--- config.mk ---
export PLATFORM = sky130hd
export DESIGN_NAME = timed_event_table_sequencer_top
export DESIGN_NICKNAME = d
export VERILOG_FILES = /design/src/rtl/tets_pkg.sv /design/src/rtl/tets_front.sv /design/src/rtl/tets_queue.sv /design/src/rtl/tets_back.sv /design/src/rtl/timed_event_table_sequencer_top.sv
export SDC_FILE = /design/constraint.sdc
export NUM_CORES = 2
export LEC_CHECK = 0
export BUFFER_PORTS_ARGS = -buffer_cell sky130_fd_sc_hd__buf_2
export CAP_MARGIN = 40
export CORE_MARGIN = 4
export CORE_UTILIZATION = 55
export DETAILED_ROUTE_END_ITERATION = 10
export PLACE_DENSITY_LB_ADDON = 0.15
export REMOVE_ABC_BUFFERS = 1
export SLEW_MARGIN = 5
export SYNTH_ARGS = -nofsm -noshare
export SYNTH_HDL_FRONTEND = slang
export SYNTH_SLANG_ARGS = --single-unit
--- constraint.sdc ---
create_clock -name clock -period 4.79 [get_ports clock]
set_input_delay 0.958 -clock clock [delete_from_list [all_inputs] [get_ports clock]]
set_output_delay 0.958 -clock clock [all_outputs]
set_load 0.01 [all_outputs]
--- src/rtl/tets_pkg.sv ---
// Shared types, constants and a helper function for the timed event table sequencer.
`timescale 1ns / 1ps
package tets_pkg;

   localparam int TABLE_DEPTH = 32;
   localparam int TIME_BITS   = 16;
   localparam int IDX_BITS    = $clog2(TABLE_DEPTH);
   localparam int QUEUE_DEPTH = 4;
   localparam int QPTR_BITS   = $clog2(QUEUE_DEPTH);
   localparam int QCNT_BITS   = $clog2(QUEUE_DEPTH + 1);

   // Request kind codes.
   localparam logic [1:0] KIND_TICK  = 2'd0;
   localparam logic [1:0] KIND_PPS   = 2'd1;
   localparam logic [1:0] KIND_WRITE = 2'd2;
   localparam logic [1:0] KIND_START = 2'd3;

   // Action codes.
   localparam logic [3:0] ACT_RESTART     = 4'd0;
   localparam logic [3:0] ACT_CHANNEL     = 4'd5;
   localparam logic [3:0] ACT_LISTEN_SEND = 4'd7;
   localparam logic [3:0] ACT_LAST        = 4'd8;

   typedef struct packed {
      logic [1:0]  kind;
      logic [4:0]  entry_index;
      logic [15:0] entry_time;
      logic [3:0]  entry_action;
      logic [15:0] entry_data;
   } req_type;

   typedef struct packed {
      logic [4:0]  event_index;
      logic [3:0]  event_action;
      logic [15:0] event_data;
      logic [15:0] next_wait;
   } rsp_type;

   typedef enum logic [1:0] {
      OP_WRITE = 2'd0,
      OP_START = 2'd1,
      OP_PPS   = 2'd2,
      OP_TICK  = 2'd3
   } cmd_op_type;

   typedef struct packed {
      logic [TIME_BITS-1:0] time_val;
      logic [3:0]           action;
      logic [15:0]          data;
   } entry_type;

   typedef struct packed {
      cmd_op_type          op;
      logic [IDX_BITS-1:0] idx;
      entry_type           entry;
   } cmd_type;

   // Ticks from now to target, modulo the time width; a zero wait counts as one tick.
   function automatic logic [TIME_BITS-1:0] wait_of(input logic [TIME_BITS-1:0] target,
                                                    input logic [TIME_BITS-1:0] now);
      logic [TIME_BITS-1:0] diff;
      diff = target - now;
      return (diff == '0) ? TIME_BITS'(1) : diff;
   endfunction

endpackage

--- src/rtl/tets_front.sv ---
// Front end: accepts requests and turns them into sequencer commands.
`timescale 1ns / 1ps
module tets_front (
   input  logic               req_valid,
   output logic               req_ready,
   input  tets_pkg::req_type  req_payload,
   output logic               push,
   output tets_pkg::cmd_type  push_cmd,
   input  logic               queue_full
);

   logic in_range;

   assign req_ready = !queue_full;
   assign in_range  = int'(req_payload.entry_index) < tets_pkg::TABLE_DEPTH;

   always_comb begin
      push_cmd.idx            = tets_pkg::IDX_BITS'(req_payload.entry_index);
      push_cmd.entry.time_val = tets_pkg::TIME_BITS'(req_payload.entry_time);
      push_cmd.entry.action   = req_payload.entry_action;
      push_cmd.entry.data     = req_payload.entry_data;
      unique case (req_payload.kind)
         tets_pkg::KIND_TICK:  push_cmd.op = tets_pkg::OP_TICK;
         tets_pkg::KIND_PPS:   push_cmd.op = tets_pkg::OP_PPS;
         tets_pkg::KIND_WRITE: push_cmd.op = tets_pkg::OP_WRITE;
         default:              push_cmd.op = tets_pkg::OP_START;
      endcase
   end

   // Writes beyond the table are taken and dropped here.
   assign push = req_valid && req_ready &&
                 !((req_payload.kind == tets_pkg::KIND_WRITE) && !in_range);

endmodule

--- src/rtl/tets_queue.sv ---
// Short command queue between the front end and the sequencer.
`timescale 1ns / 1ps
module tets_queue (
   input  logic              clock,
   input  logic              reset,
   input  logic              push,
   input  tets_pkg::cmd_type push_cmd,
   output logic              full,
   input  logic              pop,
   output logic              pop_valid,
   output tets_pkg::cmd_type pop_cmd
);

   tets_pkg::cmd_type                  slot_ff [tets_pkg::QUEUE_DEPTH];
   logic [tets_pkg::QPTR_BITS-1:0]     wr_ptr_ff, wr_ptr_in;
   logic [tets_pkg::QPTR_BITS-1:0]     rd_ptr_ff, rd_ptr_in;
   logic [tets_pkg::QCNT_BITS-1:0]     count_ff, count_in;
   logic                               do_push, do_pop;

   assign full      = (count_ff == tets_pkg::QCNT_BITS'(tets_pkg::QUEUE_DEPTH));
   assign pop_valid = (count_ff != '0);
   assign pop_cmd   = slot_ff[rd_ptr_ff];
   assign do_push   = push && !full;
   assign do_pop    = pop && pop_valid;

   always_comb begin
      wr_ptr_in = do_push ? wr_ptr_ff + 1'b1 : wr_ptr_ff;
      rd_ptr_in = do_pop ? rd_ptr_ff + 1'b1 : rd_ptr_ff;
      count_in  = count_ff;
      if (do_push && !do_pop) begin
         count_in = count_ff + 1'b1;
      end else if (do_pop && !do_push) begin
         count_in = count_ff - 1'b1;
      end
   end

   always_ff @(posedge clock) begin
      if (reset) begin
         wr_ptr_ff <= '0;
         rd_ptr_ff <= '0;
         count_ff  <= '0;
      end else begin
         wr_ptr_ff <= wr_ptr_in;
         rd_ptr_ff <= rd_ptr_in;
         count_ff  <= count_in;
      end
   end

   always_ff @(posedge clock) begin
      if (do_push) begin
         slot_ff[wr_ptr_ff] <= push_cmd;
      end
   end

endmodule

--- src/rtl/tets_back.sv ---
// Back end: event table memory, countdown sequencer and result register.
`timescale 1ns / 1ps
module tets_back (
   input  logic              clock,
   input  logic              reset,
   input  logic              cmd_valid,
   input  tets_pkg::cmd_type cmd,
   output logic              cmd_pop,
   output logic              rsp_valid,
   input  logic              rsp_ready,
   output tets_pkg::rsp_type rsp_payload
);

   typedef enum logic [3:0] {
      ST_IDLE  = 4'b0001,
      ST_LOAD0 = 4'b0010,
      ST_CUR   = 4'b0100,
      ST_NEXT  = 4'b1000
   } state_type;

   localparam logic [tets_pkg::IDX_BITS-1:0] LastIdx =
      tets_pkg::IDX_BITS'(tets_pkg::TABLE_DEPTH - 1);

   tets_pkg::entry_type                mem [tets_pkg::TABLE_DEPTH];
   tets_pkg::entry_type                rd_data_ff;
   logic                               rd_en;
   logic [tets_pkg::IDX_BITS-1:0]      rd_addr;
   logic                               wr_en;

   state_type                          state_ff, state_in;
   logic                               running_ff, running_in;
   logic                               synced_ff, synced_in;
   logic [tets_pkg::IDX_BITS-1:0]      awaited_ff, awaited_in;
   logic [tets_pkg::TIME_BITS-1:0]     ticks_ff, ticks_in;
   logic [tets_pkg::IDX_BITS-1:0]      cur_idx_ff, cur_idx_in;
   logic [3:0]                         cur_act_ff, cur_act_in;
   logic [15:0]                        cur_data_ff, cur_data_in;
   logic [tets_pkg::TIME_BITS-1:0]     now_ff, now_in;
   logic                               out_valid_ff, out_valid_in;
   tets_pkg::rsp_type                  out_ff, out_in;

   logic                               slot_free;
   logic                               emit;
   logic [tets_pkg::TIME_BITS-1:0]     next_wait;

   assign slot_free   = !out_valid_ff || rsp_ready;
   assign rsp_valid   = out_valid_ff;
   assign rsp_payload = out_ff;
   assign emit        = (cur_act_ff != tets_pkg::ACT_RESTART) &&
                        (cur_act_ff <= tets_pkg::ACT_LAST);
   assign next_wait   = tets_pkg::wait_of(rd_data_ff.time_val, now_ff);

   always_comb begin
      state_in     = state_ff;
      running_in   = running_ff;
      synced_in    = synced_ff;
      awaited_in   = awaited_ff;
      ticks_in     = ticks_ff;
      cur_idx_in   = cur_idx_ff;
      cur_act_in   = cur_act_ff;
      cur_data_in  = cur_data_ff;
      now_in       = now_ff;
      out_valid_in = out_valid_ff && !rsp_ready;
      out_in       = out_ff;
      cmd_pop      = 1'b0;
      rd_en        = 1'b0;
      rd_addr      = '0;
      wr_en        = 1'b0;

      unique case (state_ff)
         ST_IDLE: begin
            if (cmd_valid) begin
               cmd_pop = 1'b1;
               unique case (cmd.op)
                  tets_pkg::OP_WRITE: begin
                     wr_en = 1'b1;
                  end
                  tets_pkg::OP_START: begin
                     running_in = 1'b1;
                     awaited_in = '0;
                     rd_en      = 1'b1;
                     state_in   = ST_LOAD0;
                  end
                  tets_pkg::OP_PPS: begin
                     if (running_ff && !synced_ff) begin
                        synced_in  = 1'b1;
                        awaited_in = '0;
                        rd_en      = 1'b1;
                        state_in   = ST_LOAD0;
                     end
                  end
                  default: begin
                     if (running_ff) begin
                        if (ticks_ff > tets_pkg::TIME_BITS'(1)) begin
                           ticks_in = ticks_ff - 1'b1;
                        end else begin
                           rd_en      = 1'b1;
                           rd_addr    = awaited_ff;
                           cur_idx_in = awaited_ff;
                           state_in   = ST_CUR;
                        end
                     end
                  end
               endcase
            end
         end
         ST_LOAD0: begin
            ticks_in = tets_pkg::wait_of(rd_data_ff.time_val, '0);
            state_in = ST_IDLE;
         end
         ST_CUR: begin
            cur_act_in  = rd_data_ff.action;
            cur_data_in = rd_data_ff.data;
            rd_en       = 1'b1;
            if (rd_data_ff.action == tets_pkg::ACT_RESTART) begin
               now_in  = '0;
               rd_addr = '0;
            end else begin
               now_in  = rd_data_ff.time_val;
               rd_addr = (cur_idx_ff == LastIdx) ? '0 : cur_idx_ff + 1'b1;
            end
            awaited_in = rd_addr;
            state_in   = ST_NEXT;
         end
         default: begin
            // Wait here while a finished result still occupies the output register.
            if (!emit || slot_free) begin
               ticks_in = next_wait;
               state_in = ST_IDLE;
               if (emit) begin
                  out_valid_in       = 1'b1;
                  out_in.event_index = 5'(cur_idx_ff);
                  out_in.event_action = cur_act_ff;
                  out_in.event_data  = ((cur_act_ff == tets_pkg::ACT_CHANNEL) ||
                                        (cur_act_ff == tets_pkg::ACT_LISTEN_SEND)) ?
                                       cur_data_ff : 16'd0;
                  out_in.next_wait   = 16'(next_wait);
               end
            end
         end
      endcase
   end

   always_ff @(posedge clock) begin
      if (reset) begin
         state_ff     <= ST_IDLE;
         running_ff   <= 1'b0;
         synced_ff    <= 1'b0;
         awaited_ff   <= '0;
         ticks_ff     <= '0;
         out_valid_ff <= 1'b0;
      end else begin
         state_ff     <= state_in;
         running_ff   <= running_in;
         synced_ff    <= synced_in;
         awaited_ff   <= awaited_in;
         ticks_ff     <= ticks_in;
         out_valid_ff <= out_valid_in;
      end
   end

   always_ff @(posedge clock) begin
      cur_idx_ff  <= cur_idx_in;
      cur_act_ff  <= cur_act_in;
      cur_data_ff <= cur_data_in;
      now_ff      <= now_in;
      out_ff      <= out_in;
   end

   // Event table: one write port, one registered read port.
   always_ff @(posedge clock) begin
      if (wr_en) begin
         mem[cmd.idx] <= cmd.entry;
      end
   end

   always_ff @(posedge clock) begin
      if (rd_en) begin
         rd_data_ff <= mem[rd_addr];
      end
   end

endmodule

--- src/rtl/timed_event_table_sequencer_top.sv ---
// Top level of the timed event table sequencer: front end, command queue and back end.
`timescale 1ns / 1ps
// With an empty queue and a free output register, a firing tick's request passes through
// the queue, the current-entry read, the next-entry read and the result register.
// Throughput: writes, ignored pulses and non-firing ticks retire one per cycle while the back
// end is idle; a firing tick holds the back end for two dependent table reads and the result load,
// a start or resync for one table read. The four-entry queue absorbs the difference.
// Reset: synchronous, active high; clears the queue, control state and result valid flag,
// not the held entry or result data. The event table stays undefined until written.
module timed_event_table_sequencer_top (
   input  logic              clock,
   input  logic              reset,
   input  logic              req_valid,
   output logic              req_ready,
   input  tets_pkg::req_type req_payload,
   output logic              rsp_valid,
   input  logic              rsp_ready,
   output tets_pkg::rsp_type rsp_payload
);

   // Commands flow from the front end through the queue into the back end.
   logic              push;
   logic              queue_full;
   logic              pop;
   logic              pop_valid;
   tets_pkg::cmd_type push_cmd;
   tets_pkg::cmd_type pop_cmd;

   // The front end decodes each request kind and drops table writes whose
   // index lies beyond the table.
   tets_front u_front (
      .req_valid   (req_valid),
      .req_ready   (req_ready),
      .req_payload (req_payload),
      .push        (push),
      .push_cmd    (push_cmd),
      .queue_full  (queue_full)
   );

   // The queue absorbs request bursts while the back end performs table reads.
   tets_queue u_queue (
      .clock     (clock),
      .reset     (reset),
      .push      (push),
      .push_cmd  (push_cmd),
      .full      (queue_full),
      .pop       (pop),
      .pop_valid (pop_valid),
      .pop_cmd   (pop_cmd)
   );

   // The back end owns the table, the countdown and the output register, so it
   // can take new commands while a result waits for the consumer.
   tets_back u_back (
      .clock       (clock),
      .reset       (reset),
      .cmd_valid   (pop_valid),
      .cmd         (pop_cmd),
      .cmd_pop     (pop),
      .rsp_valid   (rsp_valid),
      .rsp_ready   (rsp_ready),
      .rsp_payload (rsp_payload)
   );

endmodule
==> run metrics <==
Initial Util=55.5%; adder-cell share of the synthesized area=0.751%; FMAX=234 MHz; drt via density=6.58; endpoints failing hold=0; area of the multi-input gates=13,800 µm²; share of post-route cells with drive strength above 1=14.8%; final worst path period share=89.1%; Initial DRC Count=5,821; area share of xor/xnor cells in the synthesized design=0.373%; synth unique cells=79; Crit path largest cell delay=0.59 ns; hold buffers post-CTS=0; synth warn=0; setup violators final=0; total CTS buffers=151; Synth Cell Area=58,600 µm²; top cells by area, synth=edfxtp_1 74%, nand2_1 3.7%, a211oi_1 2.1%; Die Y=334 µm; max-cap viol count=0; RSZ-0062 raised after global routing=false; total number of vias=36,500; pwr dens=476 nW/µm²; largest net degree at the start of global routing=100; number of H-tree levels=4; Max Root-Sink Buffers=3; drt pass-1 iters=6; Core Box Area=106,000 µm²; leakage=0.0221 µW; die footprint=112,000 µm²; DRC=0; # rows=119; Worst Skew=0.0313 ns; Die W=334 µm; io pins=90; largest family of logic cells by synthesized area=simple AND/OR/NAND/NOR gates; slowest CP cell=dfxtp_4; Port Buf Inserts=89; Post-synth EDFFs=1,442; root buf cell=clkbuf_16; Routed WL per cell=30.9 µm; Tmin final=4.27 ns; filler cell count=7,534; Worst-Skew Late Latency=0.77 ns; slew margin rel.=35.2%; Gate Count Post-Synth=3,867; Post-CTS Setup Bufs=0; crit path DAT=4.75 ns; Compound-Gate Fraction of Synth Area=8.72%; max-slew violation count=0; Remaining Overflow, GRT=0; Synth Area in Simple Gates=9.28%; clk slew on worst S/H paths=0.06 ns; WP buf/inv=2; most common cell in the synthesized netlist=edfxtp_1; sequential fraction of the synthesis area=75.1%; synth cell count leaders=1,442 x edfxtp_1, 576 x nand2_1, 165 x a21oi_1; CP Max Fanout=20; critical path type=flop to flop; CTS tree=built; vias in the first global route=34,300; Worst Hold Class=primary input to flop; main flop type after synthesis=edfxtp_1; Detailed Place HPWL=95.5 mm; Total GRT Usage=30.3%; Startpoint Class=flop; first-pass GRT wire length=244 mm; DRT Wirelength=171 mm; synthesis-stage register bit count=1,479; register area=44,000 µm²; Layout area overhead=13.8%; CP delay by family, top=simple AND/OR/NAND/NOR gates; worst vdd ir=0.358 mV; Clock Sinks=1,479; initial antenna violation count=6; Placer Congestion=0.868; multiplexer area fraction after synthesis=3.72%; crit end category=flop; Avg Inst Size Synth=15.2 µm²; Post-CTS Resized=0; total negative slack=0 ns; Total Nets Final=4,116; crit-path cells=mux4_2 > ha_1 > o311a_1 > o2111a_1 > and3_1 > nor2_4 > nor2_4 > buf_4 > buf_4 > nand3_1 > a21oi_1 > o2111ai_1; Synth area leader=edfxtp_1; Crit path required time=5.28 ns; Synth top area share=73.9%; outcome=completed; antenna-violating nets left=0; worst-margin pin slew=0.965 ns; async set-reset flop share out of synthesis=0%; total power draw=31,700 µW
## kinds of logic (layout without fill, tap and decap cells)
logic type,count (synthesis),in the layout
buffers and inverters,280,561
XOR/XNOR,25,25
AO/OA/AOI/OAI,717,717
flip-flops,1479,1479
multiplexers,160,160
AND/OR/NAND/NOR,1172,1172
other,0,3
adder cells (fa/ha/maj),34,34
## power breakdown
group	switching, µW	internal [µW]
logic	3000	1040
clock network	4810	6440
registers	322	16100
total	8130	23600
## metrics by stage
stage	cell area [µm²]	utilization (%)	worst slack [ns]	hold WS, ns	cells
after floorplan	57600	-	-8.02	0.400	3625
after CTS	66700	63.2	0.603	0.369	5539
after detailed placement	62100	58.8	0.616	0.426	5273
final	66700	63.2	0.524	0.414	5542
after global routing	66700	63.2	0.397	0.394	5539
after global placement	61900	58.6	0.645	0.433	5265
## cell usage in the layout (no fill, tap or decap), types with 46 or more instances in the layout
| cell type | instances |
|---|---|
| buf_2 | 89 |
| mux2i_1 | 83 |
| nor3_1 | 46 |
| a21oi_1 | 164 |
| nand2_1 | 573 |
| buf_4 | 121 |
| and3_1 | 131 |
| nor2_1 | 74 |
| a31oi_1 | 61 |
| a211oi_1 | 161 |
| edfxtp_1 | 1442 |
| clkbuf_16 | 156 |
| nand3_1 | 144 |
## sequential cells by signal (all words and copies together) (netlist names), 16 cells and up, named ones only
register	cells
u_back.mem	1152
u_back.ticks_ff	16
u_queue.slot_ff	172
u_back.now_ff	16
u_back.cur_data_ff	16
u_back.rsp_payload	41
u_back.rd_data_ff	36
## area by class of cell
class	instances	area share, %
Sequential cell	1479	66.0
Multi-Input combinational cell	2108	20.7
Clock buffer	193	6.06
Timing Repair Buffer	257	3.45
Tap cell	1391	2.61
Clock inverter	73	0.941
Inverter	38	0.214
Antenna cell	3	0.0112
## worst register-to-register path, cell delays in order, from the launching register on
cell	delay, ns
dfxtp_4	0.59
mux4_2	0.34
ha_1	0.16
o311a_1	0.24
o2111a_1	0.55
and3_1	0.52
nor2_4	0.07
nor2_4	0.55
buf_4	0.48
buf_4	0.20
nand3_1	0.07
a21oi_1	0.12
o2111ai_1	0.13
## routing by layer
layer	global-route usage, %	part of all wire (%)
met1	43.9	40
met2	47.2	46
met3	5.36	11
met4	10.7	3.5
met5	0	0.0070
## worst paths after layout
kind	from	to	slack (ns)	cells after the start
max	flop	u_back.rd_data_ff[30]$_DFFE_PP_	0.52	12
min	req_payload[35]	u_queue.slot_ff[3][35]$_DFFE_PP_	0.41	1
min reg2reg	u_back.rd_data_ff[14]$_DFFE_PP_	u_back.cur_data_ff[14]$_DFFE_PP_	0.43	0
max reg2reg	flop	u_back.rd_data_ff[30]$_DFFE_PP_	0.52	12
Note: power is estimated with default switching activity, not from simulation.
